$ cat src/fdf_pkg.sv
// Package: phase codes, register indexes, reset values and field widths for the fall detection block.
`default_nettype none

package fdf_pkg;

    // field widths
    localparam int ACCEL_W = 16;
    localparam int TILT_W  = 11;
    localparam int STAMP_W = 32;
    localparam int PHASE_W = 3;
    localparam int CFG_W   = 16;

    // APB register map
    localparam int PADDR_W = 5;
    localparam int PDATA_W = 32;

    typedef logic [PHASE_W-1:0] t_phase;
    typedef logic [2:0]         t_reg_idx;

    // phase codes
    localparam t_phase PH_IDLE      = 3'd0;
    localparam t_phase PH_FREEFALL  = 3'd1;
    localparam t_phase PH_IMPACT    = 3'd2;
    localparam t_phase PH_PREALERT  = 3'd3;
    localparam t_phase PH_WAITCONF  = 3'd4;
    localparam t_phase PH_CONFIRMED = 3'd5;

    // register indexes
    localparam t_reg_idx REG_FREEFALL_TH = 3'd0;
    localparam t_reg_idx REG_IMPACT_TH   = 3'd1;
    localparam t_reg_idx REG_ANGLE_TH    = 3'd2;
    localparam t_reg_idx REG_FF_WINDOW   = 3'd3;
    localparam t_reg_idx REG_PRE_ALERT   = 3'd4;
    localparam t_reg_idx REG_CONF_WAIT   = 3'd5;
    localparam t_reg_idx REG_STILL_CTR   = 3'd6;
    localparam t_reg_idx REG_STILL_BAND  = 3'd7;

    // register reset values
    localparam logic [CFG_W-1:0]  RST_FREEFALL_TH = 16'd2048;
    localparam logic [CFG_W-1:0]  RST_IMPACT_TH   = 16'd10240;
    localparam logic [TILT_W-1:0] RST_ANGLE_TH    = 11'd600;
    localparam logic [CFG_W-1:0]  RST_FF_WINDOW   = 16'd500;
    localparam logic [CFG_W-1:0]  RST_PRE_ALERT   = 16'd5000;
    localparam logic [CFG_W-1:0]  RST_CONF_WAIT   = 16'd2000;
    localparam logic [CFG_W-1:0]  RST_STILL_CTR   = 16'd4096;
    localparam logic [CFG_W-1:0]  RST_STILL_BAND  = 16'd1229;

endpackage

`default_nettype wire

$ cat src/fdf_if.sv
// Interfaces: sample channel and result channel of the fall detection block.
`default_nettype none

interface fdf_in_if;
    logic                         valid;
    logic                         ready;
    logic [fdf_pkg::ACCEL_W-1:0]  accel_magnitude;
    logic [fdf_pkg::TILT_W-1:0]   tilt_angle;
    logic                         cancel_pressed;
    logic [fdf_pkg::STAMP_W-1:0]  now_ms;

    modport source (output valid, accel_magnitude, tilt_angle, cancel_pressed, now_ms,
                    input ready);
    modport sink   (input valid, accel_magnitude, tilt_angle, cancel_pressed, now_ms,
                    output ready);
endinterface

interface fdf_out_if;
    logic                         valid;
    logic                         ready;
    logic [fdf_pkg::PHASE_W-1:0]  fall_state;
    logic                         buzzer_pattern;
    logic                         emergency_pulse;

    modport source (output valid, fall_state, buzzer_pattern, emergency_pulse,
                    input ready);
    modport sink   (input valid, fall_state, buzzer_pattern, emergency_pulse,
                    output ready);
endinterface

`default_nettype wire

$ cat src/fall_detection_fsm.sv
// Top level: threshold fall detection state machine with APB register port.
//
//  channel   | dir | handshake     | word
//  ----------+-----+---------------+-----------------------------------------------
//  i_smp     | in  | valid/ready   | accel_magnitude, tilt_angle, cancel_pressed, now_ms
//  o_res     | out | valid/ready   | fall_state, buzzer_pattern, emergency_pulse
//  APB       | in  | psel/penable  | eight registers at byte address 4*i
//
//  One word per cycle while the result is not stalled; a result is offered once its
//  sample has passed the sample register and the state update into the result register.
//  While a result waits downstream the sample register takes one more word.
//  Synchronous active-low reset returns registers to defaults and phase to idle.
//  A stalled result holds; the input stalls only when both stages are full.
`default_nettype none

module fall_detection_fsm #(
    parameter int TIME_WIDTH = 32
) (
    input  wire logic                         i_clk,
    input  wire logic                         i_rst_n,
    // APB
    input  wire logic                         psel,
    input  wire logic                         penable,
    input  wire logic                         pwrite,
    input  wire logic [fdf_pkg::PADDR_W-1:0]  paddr,
    input  wire logic [fdf_pkg::PDATA_W-1:0]  pwdata,
    output logic      [fdf_pkg::PDATA_W-1:0]  prdata,
    output logic                              pready,
    // streams
    fdf_in_if.sink                            i_smp,
    fdf_out_if.source                         o_res
);

    // configuration registers
    logic [fdf_pkg::CFG_W-1:0]  r_ff_th;
    logic [fdf_pkg::CFG_W-1:0]  r_imp_th;
    logic [fdf_pkg::TILT_W-1:0] r_ang_th;
    logic [fdf_pkg::CFG_W-1:0]  r_ff_win;
    logic [fdf_pkg::CFG_W-1:0]  r_pre_ms;
    logic [fdf_pkg::CFG_W-1:0]  r_conf_ms;
    logic [fdf_pkg::CFG_W-1:0]  r_ctr;
    logic [fdf_pkg::CFG_W-1:0]  r_band;

    fdf_pkg::t_reg_idx w_idx;
    logic              w_wr;

    assign pready = 1'b1;
    assign w_idx  = paddr[4:2];
    assign w_wr   = psel && penable && pwrite;

    // register writes
    always_ff @(posedge i_clk) begin
        if (!i_rst_n) begin
            r_ff_th   <= fdf_pkg::RST_FREEFALL_TH;
            r_imp_th  <= fdf_pkg::RST_IMPACT_TH;
            r_ang_th  <= fdf_pkg::RST_ANGLE_TH;
            r_ff_win  <= fdf_pkg::RST_FF_WINDOW;
            r_pre_ms  <= fdf_pkg::RST_PRE_ALERT;
            r_conf_ms <= fdf_pkg::RST_CONF_WAIT;
            r_ctr     <= fdf_pkg::RST_STILL_CTR;
            r_band    <= fdf_pkg::RST_STILL_BAND;
        end else if (w_wr) begin
            case (w_idx)
                fdf_pkg::REG_FREEFALL_TH: r_ff_th   <= pwdata[15:0];
                fdf_pkg::REG_IMPACT_TH:   r_imp_th  <= pwdata[15:0];
                fdf_pkg::REG_ANGLE_TH:    r_ang_th  <= pwdata[10:0];
                fdf_pkg::REG_FF_WINDOW:   r_ff_win  <= pwdata[15:0];
                fdf_pkg::REG_PRE_ALERT:   r_pre_ms  <= pwdata[15:0];
                fdf_pkg::REG_CONF_WAIT:   r_conf_ms <= pwdata[15:0];
                fdf_pkg::REG_STILL_CTR:   r_ctr     <= pwdata[15:0];
                fdf_pkg::REG_STILL_BAND:  r_band    <= pwdata[15:0];
                default: ;
            endcase
        end
    end

    // register readback
    always_comb begin
        case (w_idx)
            fdf_pkg::REG_FREEFALL_TH: prdata = {16'd0, r_ff_th};
            fdf_pkg::REG_IMPACT_TH:   prdata = {16'd0, r_imp_th};
            fdf_pkg::REG_ANGLE_TH:    prdata = {21'd0, r_ang_th};
            fdf_pkg::REG_FF_WINDOW:   prdata = {16'd0, r_ff_win};
            fdf_pkg::REG_PRE_ALERT:   prdata = {16'd0, r_pre_ms};
            fdf_pkg::REG_CONF_WAIT:   prdata = {16'd0, r_conf_ms};
            fdf_pkg::REG_STILL_CTR:   prdata = {16'd0, r_ctr};
            fdf_pkg::REG_STILL_BAND:  prdata = {16'd0, r_band};
            default:                  prdata = '0;
        endcase
    end

    // pipeline control: sample register feeds the result register
    logic r_in_vld;
    logic r_out_vld;
    logic w_adv;
    logic w_step;

    assign w_adv       = !r_out_vld || o_res.ready;
    assign w_step      = r_in_vld && w_adv;
    assign i_smp.ready = !r_in_vld || w_adv;

    // sample register
    logic [fdf_pkg::ACCEL_W-1:0] r_accel;
    logic [fdf_pkg::TILT_W-1:0]  r_tilt;
    logic                        r_cancel;
    logic [fdf_pkg::STAMP_W-1:0] r_now;

    always_ff @(posedge i_clk) begin
        if (!i_rst_n) begin
            r_in_vld <= 1'b0;
        end else if (i_smp.ready) begin
            r_in_vld <= i_smp.valid;
        end
    end

    always_ff @(posedge i_clk) begin
        if (i_smp.valid && i_smp.ready) begin
            r_accel  <= i_smp.accel_magnitude;
            r_tilt   <= i_smp.tilt_angle;
            r_cancel <= i_smp.cancel_pressed;
            r_now    <= i_smp.now_ms;
        end
    end

    // timestamp cut or widened to the timer width
    logic [TIME_WIDTH-1:0] w_now;

    generate
        if (TIME_WIDTH <= fdf_pkg::STAMP_W) begin : g_cut
            assign w_now = r_now[TIME_WIDTH-1:0];
        end else begin : g_ext
            assign w_now = {{(TIME_WIDTH-fdf_pkg::STAMP_W){1'b0}}, r_now};
        end
    endgenerate

    // state
    fdf_pkg::t_phase       r_phase;
    fdf_pkg::t_phase       n_phase;
    logic [TIME_WIDTH-1:0] r_start;
    logic [TIME_WIDTH-1:0] n_start;
    logic                  r_pat;
    logic                  n_pat;
    logic                  n_pulse;

    // elapsed time and stillness
    logic [TIME_WIDTH-1:0]       w_elapsed;
    logic [fdf_pkg::ACCEL_W-1:0] w_dev;
    logic                        w_still;

    assign w_elapsed = w_now - r_start;
    assign w_dev     = (r_accel >= r_ctr) ? (r_accel - r_ctr) : (r_ctr - r_accel);
    assign w_still   = w_dev < r_band;

    // next state
    always_comb begin
        n_phase = r_phase;
        n_start = r_start;
        n_pat   = r_pat;
        n_pulse = 1'b0;
        case (r_phase)
            fdf_pkg::PH_IDLE: begin
                if (r_accel < r_ff_th) begin
                    n_phase = fdf_pkg::PH_FREEFALL;
                    n_start = w_now;
                end
            end
            fdf_pkg::PH_FREEFALL: begin
                // impact test has priority over the window timeout
                if (r_accel > r_imp_th) begin
                    n_phase = fdf_pkg::PH_IMPACT;
                end else if (w_elapsed > TIME_WIDTH'(r_ff_win)) begin
                    n_phase = fdf_pkg::PH_IDLE;
                end
            end
            fdf_pkg::PH_IMPACT: begin
                if (r_tilt > r_ang_th) begin
                    n_phase = fdf_pkg::PH_PREALERT;
                    n_start = w_now;
                    n_pat   = 1'b1;
                end else begin
                    n_phase = fdf_pkg::PH_IDLE;
                end
            end
            fdf_pkg::PH_PREALERT: begin
                // cancel wins over timeout
                if (r_cancel) begin
                    n_phase = fdf_pkg::PH_IDLE;
                    n_pat   = 1'b0;
                end else if (w_elapsed > TIME_WIDTH'(r_pre_ms)) begin
                    n_phase = fdf_pkg::PH_WAITCONF;
                    n_start = w_now;
                end
            end
            fdf_pkg::PH_WAITCONF: begin
                if (w_elapsed > TIME_WIDTH'(r_conf_ms)) begin
                    if (w_still) begin
                        n_phase = fdf_pkg::PH_CONFIRMED;
                        n_pulse = 1'b1;
                    end else begin
                        n_phase = fdf_pkg::PH_IDLE;
                    end
                end
            end
            fdf_pkg::PH_CONFIRMED: begin
                // holds until reset
            end
            default: begin
                n_phase = fdf_pkg::PH_IDLE;
            end
        endcase
    end

    always_ff @(posedge i_clk) begin
        if (!i_rst_n) begin
            r_phase <= fdf_pkg::PH_IDLE;
            r_start <= '0;
            r_pat   <= 1'b0;
        end else if (w_step) begin
            r_phase <= n_phase;
            r_start <= n_start;
            r_pat   <= n_pat;
        end
    end

    // result register
    logic                 r_pulse;

    always_ff @(posedge i_clk) begin
        if (!i_rst_n) begin
            r_out_vld <= 1'b0;
        end else if (w_adv) begin
            r_out_vld <= r_in_vld;
        end
    end

    always_ff @(posedge i_clk) begin
        if (w_step) begin
            r_pulse <= n_pulse;
        end
    end

    assign o_res.valid           = r_out_vld;
    assign o_res.fall_state      = r_phase;
    assign o_res.buzzer_pattern  = r_pat;
    assign o_res.emergency_pulse = r_pulse;

endmodule

`default_nettype wire

$ cat src/flat_wrapper.sv
// flat-port wrapper written by rule: the top's interface ports become plain ports
module fall_detection_fsm_flat 
#(
    parameter int TIME_WIDTH = 32
)
  (i_clk, i_rst_n, psel, penable, pwrite, paddr, pwdata, prdata, pready, i_smp_valid, i_smp_accel_magnitude, i_smp_tilt_angle, i_smp_cancel_pressed, i_smp_now_ms, i_smp_ready, o_res_valid, o_res_fall_state, o_res_buzzer_pattern, o_res_emergency_pulse, o_res_ready);
  fdf_in_if i_smp_i ();
  fdf_out_if o_res_i ();
  input  wire logic i_clk;
  input  wire logic i_rst_n;
  input  wire logic psel;
  input  wire logic penable;
  input  wire logic pwrite;
  input  wire logic [fdf_pkg::PADDR_W-1:0] paddr;
  input  wire logic [fdf_pkg::PDATA_W-1:0] pwdata;
  output logic      [fdf_pkg::PDATA_W-1:0] prdata;
  output logic pready;
  input wire logic [$bits(i_smp_i.valid)-1:0] i_smp_valid;
  input wire logic [$bits(i_smp_i.accel_magnitude)-1:0] i_smp_accel_magnitude;
  input wire logic [$bits(i_smp_i.tilt_angle)-1:0] i_smp_tilt_angle;
  input wire logic [$bits(i_smp_i.cancel_pressed)-1:0] i_smp_cancel_pressed;
  input wire logic [$bits(i_smp_i.now_ms)-1:0] i_smp_now_ms;
  output wire logic [$bits(i_smp_i.ready)-1:0] i_smp_ready;
  output wire logic [$bits(o_res_i.valid)-1:0] o_res_valid;
  output wire logic [$bits(o_res_i.fall_state)-1:0] o_res_fall_state;
  output wire logic [$bits(o_res_i.buzzer_pattern)-1:0] o_res_buzzer_pattern;
  output wire logic [$bits(o_res_i.emergency_pulse)-1:0] o_res_emergency_pulse;
  input wire logic [$bits(o_res_i.ready)-1:0] o_res_ready;
  assign i_smp_i.valid = i_smp_valid;
  assign i_smp_i.accel_magnitude = i_smp_accel_magnitude;
  assign i_smp_i.tilt_angle = i_smp_tilt_angle;
  assign i_smp_i.cancel_pressed = i_smp_cancel_pressed;
  assign i_smp_i.now_ms = i_smp_now_ms;
  assign i_smp_ready = i_smp_i.ready;
  assign o_res_valid = o_res_i.valid;
  assign o_res_fall_state = o_res_i.fall_state;
  assign o_res_buzzer_pattern = o_res_i.buzzer_pattern;
  assign o_res_emergency_pulse = o_res_i.emergency_pulse;
  assign o_res_i.ready = o_res_ready;
  fall_detection_fsm #(.TIME_WIDTH(TIME_WIDTH)) u_core (.i_clk(i_clk), .i_rst_n(i_rst_n), .psel(psel), .penable(penable), .pwrite(pwrite), .paddr(paddr), .pwdata(pwdata), .prdata(prdata), .pready(pready), .i_smp(i_smp_i), .o_res(o_res_i));
endmodule
$ cat config.mk
export PLATFORM = sky130hd
export DESIGN_NAME = fall_detection_fsm_flat
export DESIGN_NICKNAME = d
export VERILOG_FILES = /design/src/fdf_pkg.sv /design/src/fdf_if.sv /design/src/fall_detection_fsm.sv /design/src/flat_wrapper.sv
export SDC_FILE = /design/constraint.sdc
export NUM_CORES = 1
export LEC_CHECK = 0
export ABC_AREA = 1
export BUFFER_PORTS_ARGS = -buffer_cell sky130_fd_sc_hd__buf_2
export CORE_ASPECT_RATIO = 0.6
export CORE_MARGIN = 2
export CORE_UTILIZATION = 61
export DETAILED_ROUTE_END_ITERATION = 10
export PLACE_DENSITY = 0.82
export SYNTH_ARGS = -nofsm -noshare
export SYNTH_HDL_FRONTEND = slang
export SYNTH_SLANG_ARGS = --single-unit
$ cat constraint.sdc
create_clock -name i_clk -period 5.1 [get_ports i_clk]
set_input_delay 0.255 -clock i_clk [delete_from_list [all_inputs] [get_ports i_clk]]
set_output_delay 0.255 -clock i_clk [all_outputs]
set_load 0.02 [all_outputs]
==> reports/qor.csv, run 1 <==
metric,value,unit
core area,0.0242,mm2
largest net degree at the start of global routing,96,
initial antenna violation count,0,
Final Skew,0.0160,ns
Setup-failing EPs final,0,
Die Footprint,0.0259,mm2
min Tclk post-route,4.58,ns
Pwr per Cell Area,291,mW/mm2
"Seq/Total Area, Yosys",33.7,%
top-area cell type share of the netlist area,21.5,%
Tcrit/Tclk final,89.9,%
crit start category,flop,
async set-reset flop share out of synthesis,0,%
maximum vdd drop,0.306,mV
GR Util All Layers,36.3,%
most frequent cells after synthesis,"463 x nand2_1, 373 x inv_1, 223 x a21oi_1",
H-tree depth,1,
Post-synth top flop,dfxtp_1,
vias in the first global route,13600,
Syn Area/Cell,7.15,um2
Synth cell types,51,
Max Cap Viol,0,
CTS tree,built,
Hold Path Class,input port to flop,
Worst Tran Pin Value,1.03,ns
placement row count,44,
"flops & latches, synth",222,
RSZ-0062 raised after global routing,false,
clk_lat worst skew,0.54,ns
Post-synth EDFFs,61,
leading area contributor after synthesis,dfxtp_1,
R2R depth,26,
CP Class,flop to flop,
post-synthesis cell area,0.0150,mm2
hpwl dp,35700,um
I/O pins,144,
Pre-antenna DRT Iters,6,
CTS sink count,222,
post-synthesis cell count,2099,
DRC violation count after routing,0,
Final Util,70.8,%
Synth Warn #,0,
first-pass GRT wire length,72800,um
"Hold Vio Cnt, Final",0,
CP endpoint kind,flop,
Pleak,8.38,nW
n_diodes,0,
CP arrival,5.02,ns
total power,4.98,mW
Area contributors post-synth,"dfxtp_1 21%, ha_1 14%, edfxtp_1 12%, nand2_1 12%, inv_1 9.3%",
clk slew on worst S/H paths,0.07,ns
area grow syn2layout,14.1,%
Max Clk Rate,218,MHz
hold path cells,4,
Root Driver,clkbuf_16,
Buffers on Ports,108,
post-route ant nets,0,
cts repair resizes,0,
Final Slew Violations,0,
DR vias/cell,5.73,
GPL Wtd Cong,1.02,
DR WL/cell,18.1,um
CTS buffer count,23,
Post-Route WL,47000,um
NumNets Final,2529,
cts hold-fix bufs,61,
outcome,finished clean,
Die Span X,206,um
total gr overflow,0,
maximum clock insertion buffer count,3,
"Setup Fix Bufs, Post-CTS",0,
DR iter-0 viols,1940,
Worst Path Required,5.54,ns
Sum Neg Setup Slack,0,ns
Worst Path Max Fanout,15,
ratio of cells with drive above 1 in the final layout,8.14,%
Worst slew margin,31.1,%
initial core utilization,62.1,%
Die Y,125,um
vias,14900,
cell with the most instances after synthesis,nand2_1,
## through the flow
step                instances  area, um2  hold slack (ns)  worst slack, ns
finish                   2594      17100           0.0706            0.517
CTS                      2594      17100          0.00546            0.637
global placement         2491      15800            0.431            0.742
floorplan                2114      15100            0.354             1.47
global route             2594      17100           0.0807            0.127
detailed placement       2491      15800            0.433            0.678
## worst paths after layout
path                             startpoint                                       to  slack, ns
max             u_core.r_accel[0]$_DFFE_PP_  u_core.o_res.fall_state[0]$_SDFFE_PN0P_       0.52
min                             o_res_ready             u_core.r_in_vld$_SDFFE_PN0N_       0.07
max reg2reg     u_core.r_accel[0]$_DFFE_PP_  u_core.o_res.fall_state[0]$_SDFFE_PN0P_       0.52
min reg2reg  u_core.r_start[0]$_SDFFE_PN0P_           u_core.r_start[0]$_SDFFE_PN0P_       0.48
## cells by family (layout without fill, tap and decap cells)
logic type                 after synthesis  count (layout)  share of synthesized area, %
AOI/OAI and AO/OA                      488             488                          18.2
other                                    2              17                        0.0500
xor gates and xnor gates                29              29                          1.69
muxes                                    3               3                         0.200
DFF                                    222             222                          33.7
and+or+nand+nor                        736             736                          19.9
adders and majority gates              170             170                          14.3
buffers and inverters                  449             607                          12.0
## final cells by class
class / instances / area, um2
Multi-Input combinational cell: 1443 / 8210
Fill cell: 2022 / 7050
Clock buffer: 34 / 688
Tap cell: 322 / 403
Timing Repair Buffer: 187 / 1290
Clock inverter: 8 / 51.3
Sequential cell: 222 / 5050
Inverter: 378 / 1420
## placed cells by master, fill, tap and decap left out, types with 31 or more instances in the layout
master,Yosys,layout
a21oi_1,223,223
buf_2,1,107
dfxtp_1,161,161
dlygate4sd3_1,0,61
edfxtp_1,61,61
ha_1,167,167
inv_1,373,372
nand2_1,463,463
nand3_1,48,48
nor2_1,161,161
o211ai_1,31,31
o21ai_0,152,152
## power breakdown
group	switching, mW	internal (mW)
Combinational	0.877	0.466
Clock	0.768	0.943
Sequential	0.0426	1.88
Total	1.69	3.29
## routing by layer
metal | global-route usage [%] | up-vias | wire length (um)
met2 | 48.6 | 875 | 17800
li1 | - | 7164 | -
met5 | 0 | - | 0
met1 | 55.5 | 6735 | 21400
met3 | 13.2 | 79 | 7060
met4 | 6.72 | 0 | 805
## critical path, stage by stage (launching register included)
cell and delay [ns]:
edfxtp_1 0.42, inv_1 0.12, ha_1 0.17, inv_1 0.07
fa_1 0.48, a21oi_1 0.24, o21ai_0 0.22, nand2_1 0.11
nand3_1 0.18, buf_4 0.27, nand2_1 0.07, o21ai_0 0.08
buf_4 0.16, a31oi_1 0.22, xor2_1 0.17, inv_1 0.06
ha_1 0.26, inv_1 0.04, o31ai_1 0.24, nand2_1 0.08
o211a_1 0.15, nand3_1 0.27, nand2_1 0.09, nor2_1 0.11
nand2_1 0.06, nand2_1 0.07, nor2_1 0.05
## sequential cells by signal, summed over array words and instances, names as in the netlist, 3 cells and up
signal / cells
u_core.r_conf_ms: 16
u_core.r_band: 16
u_core.r_pre_ms: 16
u_core.r_ff_th: 16
u_core.o_res.fall_state: 3
u_core.r_start: 32
u_core.r_now: 32
u_core.r_ctr: 16
u_core.r_ang_th: 11
u_core.r_imp_th: 16
u_core.r_tilt: 11
u_core.r_accel: 16
u_core.r_ff_win: 16
Power figures use the tool's default switching activity.
==> run 2, diff against run 1 <==
--- a/config.mk
+++ b/config.mk
@@ -9,9 +9,9 @@
 export BUFFER_PORTS_ARGS = -buffer_cell sky130_fd_sc_hd__buf_2
 export CORE_ASPECT_RATIO = 0.6
 export CORE_MARGIN = 2
-export CORE_UTILIZATION = 61
+export CORE_UTILIZATION = 47
 export DETAILED_ROUTE_END_ITERATION = 10
-export PLACE_DENSITY = 0.82
+export PLACE_DENSITY = 0.66
 export SYNTH_ARGS = -nofsm -noshare
 export SYNTH_HDL_FRONTEND = slang
 export SYNTH_SLANG_ARGS = --single-unit
==> run 2 against run 1 <==
Largest cell class unchanged; sequential power about the same; critical path type unchanged; final area rose by 1.2%; clock skew up 0.0024 ns; sequential cell count unchanged; setup slack worse by 0.19 ns; die area rose by 29%; final cell count up 3.7%; clock power grew 8%; critical endpoint unchanged; total power rose by 2.3%; maximum frequency fell by 3.9%; non-clock buffer count shrank 1; wire length grew 0.46%.
==> reports/qor.csv, run 2 (synthesis gave the netlist of run 1 again) <==
metric,value,unit,change
Buffers on Ports,108,,unchanged
Tcrit/Tclk final,93.5,%,+3.6 points
Post-Route WL,47200,um,+0.46%
maximum clock insertion buffer count,3,,unchanged
Die Footprint,0.0334,mm2,+29%
I/O pins,144,,unchanged
Worst Tran Pin Value,1.11,ns,+0.0768 ns
DRC violation count after routing,0,,unchanged
hold slack,0.0734,ns,+0.00287 ns
initial antenna violation count,0,,unchanged
RSZ-0062 raised after global routing,false,,
GPL Wtd Cong,0.949,,-6.9%
Hold Path Class,input port to flop,,
NumNets Final,2529,,unchanged
Max Clk Rate,210,MHz,-3.9%
Max Cap Viol,0,,unchanged
placement row count,50,,+14%
Setup-failing EPs final,0,,unchanged
Pre-antenna DRT Iters,5,,-1
core area,0.0313,mm2,+29%
ratio of cells with drive above 1 in the final layout,8.01,%,-0.14 points
vias in the first global route,12400,,-8.5%
PnR worst setup slack,0.332,ns,-0.185 ns
total gr overflow,0,,unchanged
CTS tree,built,,
hpwl dp,36300,um,+1.6%
clk slew on worst S/H paths,0.06,ns,about the same
FILL cells,2946,,+46%
CP arrival,5.23,ns,+0.21 ns
Final Non-Filler Cells,2689,,+3.7%
Worst Path Required,5.56,ns,+0.02 ns
DR WL/cell,17.6,um,-3.1%
"commonest cells after routing, fill and taps aside","463 x nand2_1, 372 x inv_1, 223 x a21oi_1",,
register area,0.00505,mm2,unchanged
"Hold Vio Cnt, Final",0,,unchanged
Worst slew margin,26.0,%,-5.0 points
Final Slew Violations,0,,unchanged
CP Class,flop to flop,,
area grow syn2layout,15.4,%,
initial core utilization,48.0,%,-14 points
highest metal used,met4,,
Final Skew,0.0184,ns,+0.00237 ns
"Setup Fix Bufs, Post-CTS",0,,unchanged
GR Util All Layers,27.4,%,-9.0 points
CP endpoint kind,flop,,
Pwr per Cell Area,294,mW/mm2,+1.1%
multi-input logic area,0.00821,mm2,unchanged
WL met3,5440,um,-23%
Root Driver,clkbuf_16,,
R2R depth,27,,+3.8%
wire length on met2,17200,um,-3.2%
crit start category,flop,,
vias,14400,,-3.0%
H-tree depth,1,,unchanged
DR iter-0 viols,1595,,-18%
maximum vdd drop,0.238,mV,-22%
outcome,finished clean,,
Worst Path Max Fanout,10,,-5
n_diodes,0,,unchanged
first-pass GRT wire length,71000,um,-2.5%
pre-CTS WS,0.510,ns,-0.168 ns
Final Util,55.4,%,-15 points
clk_lat worst skew,0.54,ns,about the same
Die Y,142,um,+13%
CTS buffer count,24,,+4.3%
CTS sink count,222,,unchanged
largest net degree at the start of global routing,109,,+14%
Met1 Routed Length,24000,um,+12%
Pleak,8.40,nW,+0.25%
DR vias/cell,5.36,,-6.5%
"most common cell after layout, fill and taps aside",nand2_1,,
biggest regs,"u_core.r_now (32), u_core.r_start (32)",,
Sum Neg Setup Slack,0,ns,unchanged
Die Span X,235,um,+14%
post-route ant nets,0,,unchanged
hold path cells,3,,-1
min Tclk post-route,4.77,ns,+0.185 ns
placed cell count,2583,,+3.7%
==> run 2: changes by cell type in the layout (fill, tap and decap cells not counted), moves of 2 or more <==
cell | before | now
clkbuf_1 | 5 | 7
inv_6 | 2 | 0
inv_4 | 3 | 1
clkbuf_16 | 24 | 28
clkbuf_8 | 5 | 2
buf_4 | 19 | 17
clkinv_4 | 0 | 2
clkinv_2 | 3 | 1
==> run 2: worst paths after layout <==
kind	from	to	slack, ns
max reg2reg	u_core.r_accel[0]$_DFFE_PP_	u_core.o_res.fall_state[0]$_SDFFE_PN0P_	0.33
min	pwdata[12]	u_core.r_pre_ms[12]$_SDFFE_PN1P_	0.07
min reg2reg	u_core.o_res.buzzer_pattern$_SDFFE_PN0P_	u_core.o_res.buzzer_pattern$_SDFFE_PN0P_	0.46
max	u_core.r_accel[0]$_DFFE_PP_	u_core.o_res.fall_state[0]$_SDFFE_PN0P_	0.33
==> run 2: critical path: stages, from the launching register on <==
cell,delay (ns)
edfxtp_1,0.41
inv_1,0.11
ha_1,0.19
inv_1,0.07
fa_1,0.48
a21oi_1,0.25
o21ai_0,0.12
buf_4,0.15
nand2_1,0.05
nand3_1,0.30
inv_1,0.30
nand2_1,0.07
nand2_1,0.08
xor2_1,0.16
inv_1,0.06
ha_1,0.29
a21oi_1,0.13
o21ai_0,0.10
a21o_1,0.17
a21oi_1,0.17
o21ai_0,0.15
nand3_1,0.10
nand3_1,0.31
nand2_1,0.17
nor2_1,0.06
nand2_1,0.07
nand2_1,0.04
nor2_1,0.13
==> run 2: cell type report <==
class                   instances  area share (%)
well taps                     416            3.01
repair buffers                186            7.41
clock buffers                  37            4.36
flip-flops and latches        222            29.2
clock inverters                 7           0.405
inverters                     378            8.19
multi-input cells            1443            47.4
==> run 2: report_power, final <==
part,switching [mW],total (mW),leakage [nW],internal (mW)
sequential,0.0419,1.92,1.90,1.88
clock,0.762,1.84,0.400,1.07
combinational,0.870,1.33,6.10,0.462
==> run 2: repair_timing <==
action / in CTS / in global routing
hold buffers: 62 / 0
endpoints found under the hold margin: 62 / 0
gates resized for setup: 0 / 1
setup endpoints to repair: 0 / 1
==> run 2: layer usage <==
metal  track usage (%)  vias up
met5                 0        -
met2              35.3      632
met1              45.0     6568
met4              3.80        0
met3              6.50       45
li1                  -     7156
==> run 2: stage by stage <==
stage,instance area (um2),power (mW)
after global placement,15900,3.18
after floorplan,15100,2.84
after detailed placement,15900,3.21
after CTS,17300,5.08
after global routing,17300,5.35
final,17300,5.09
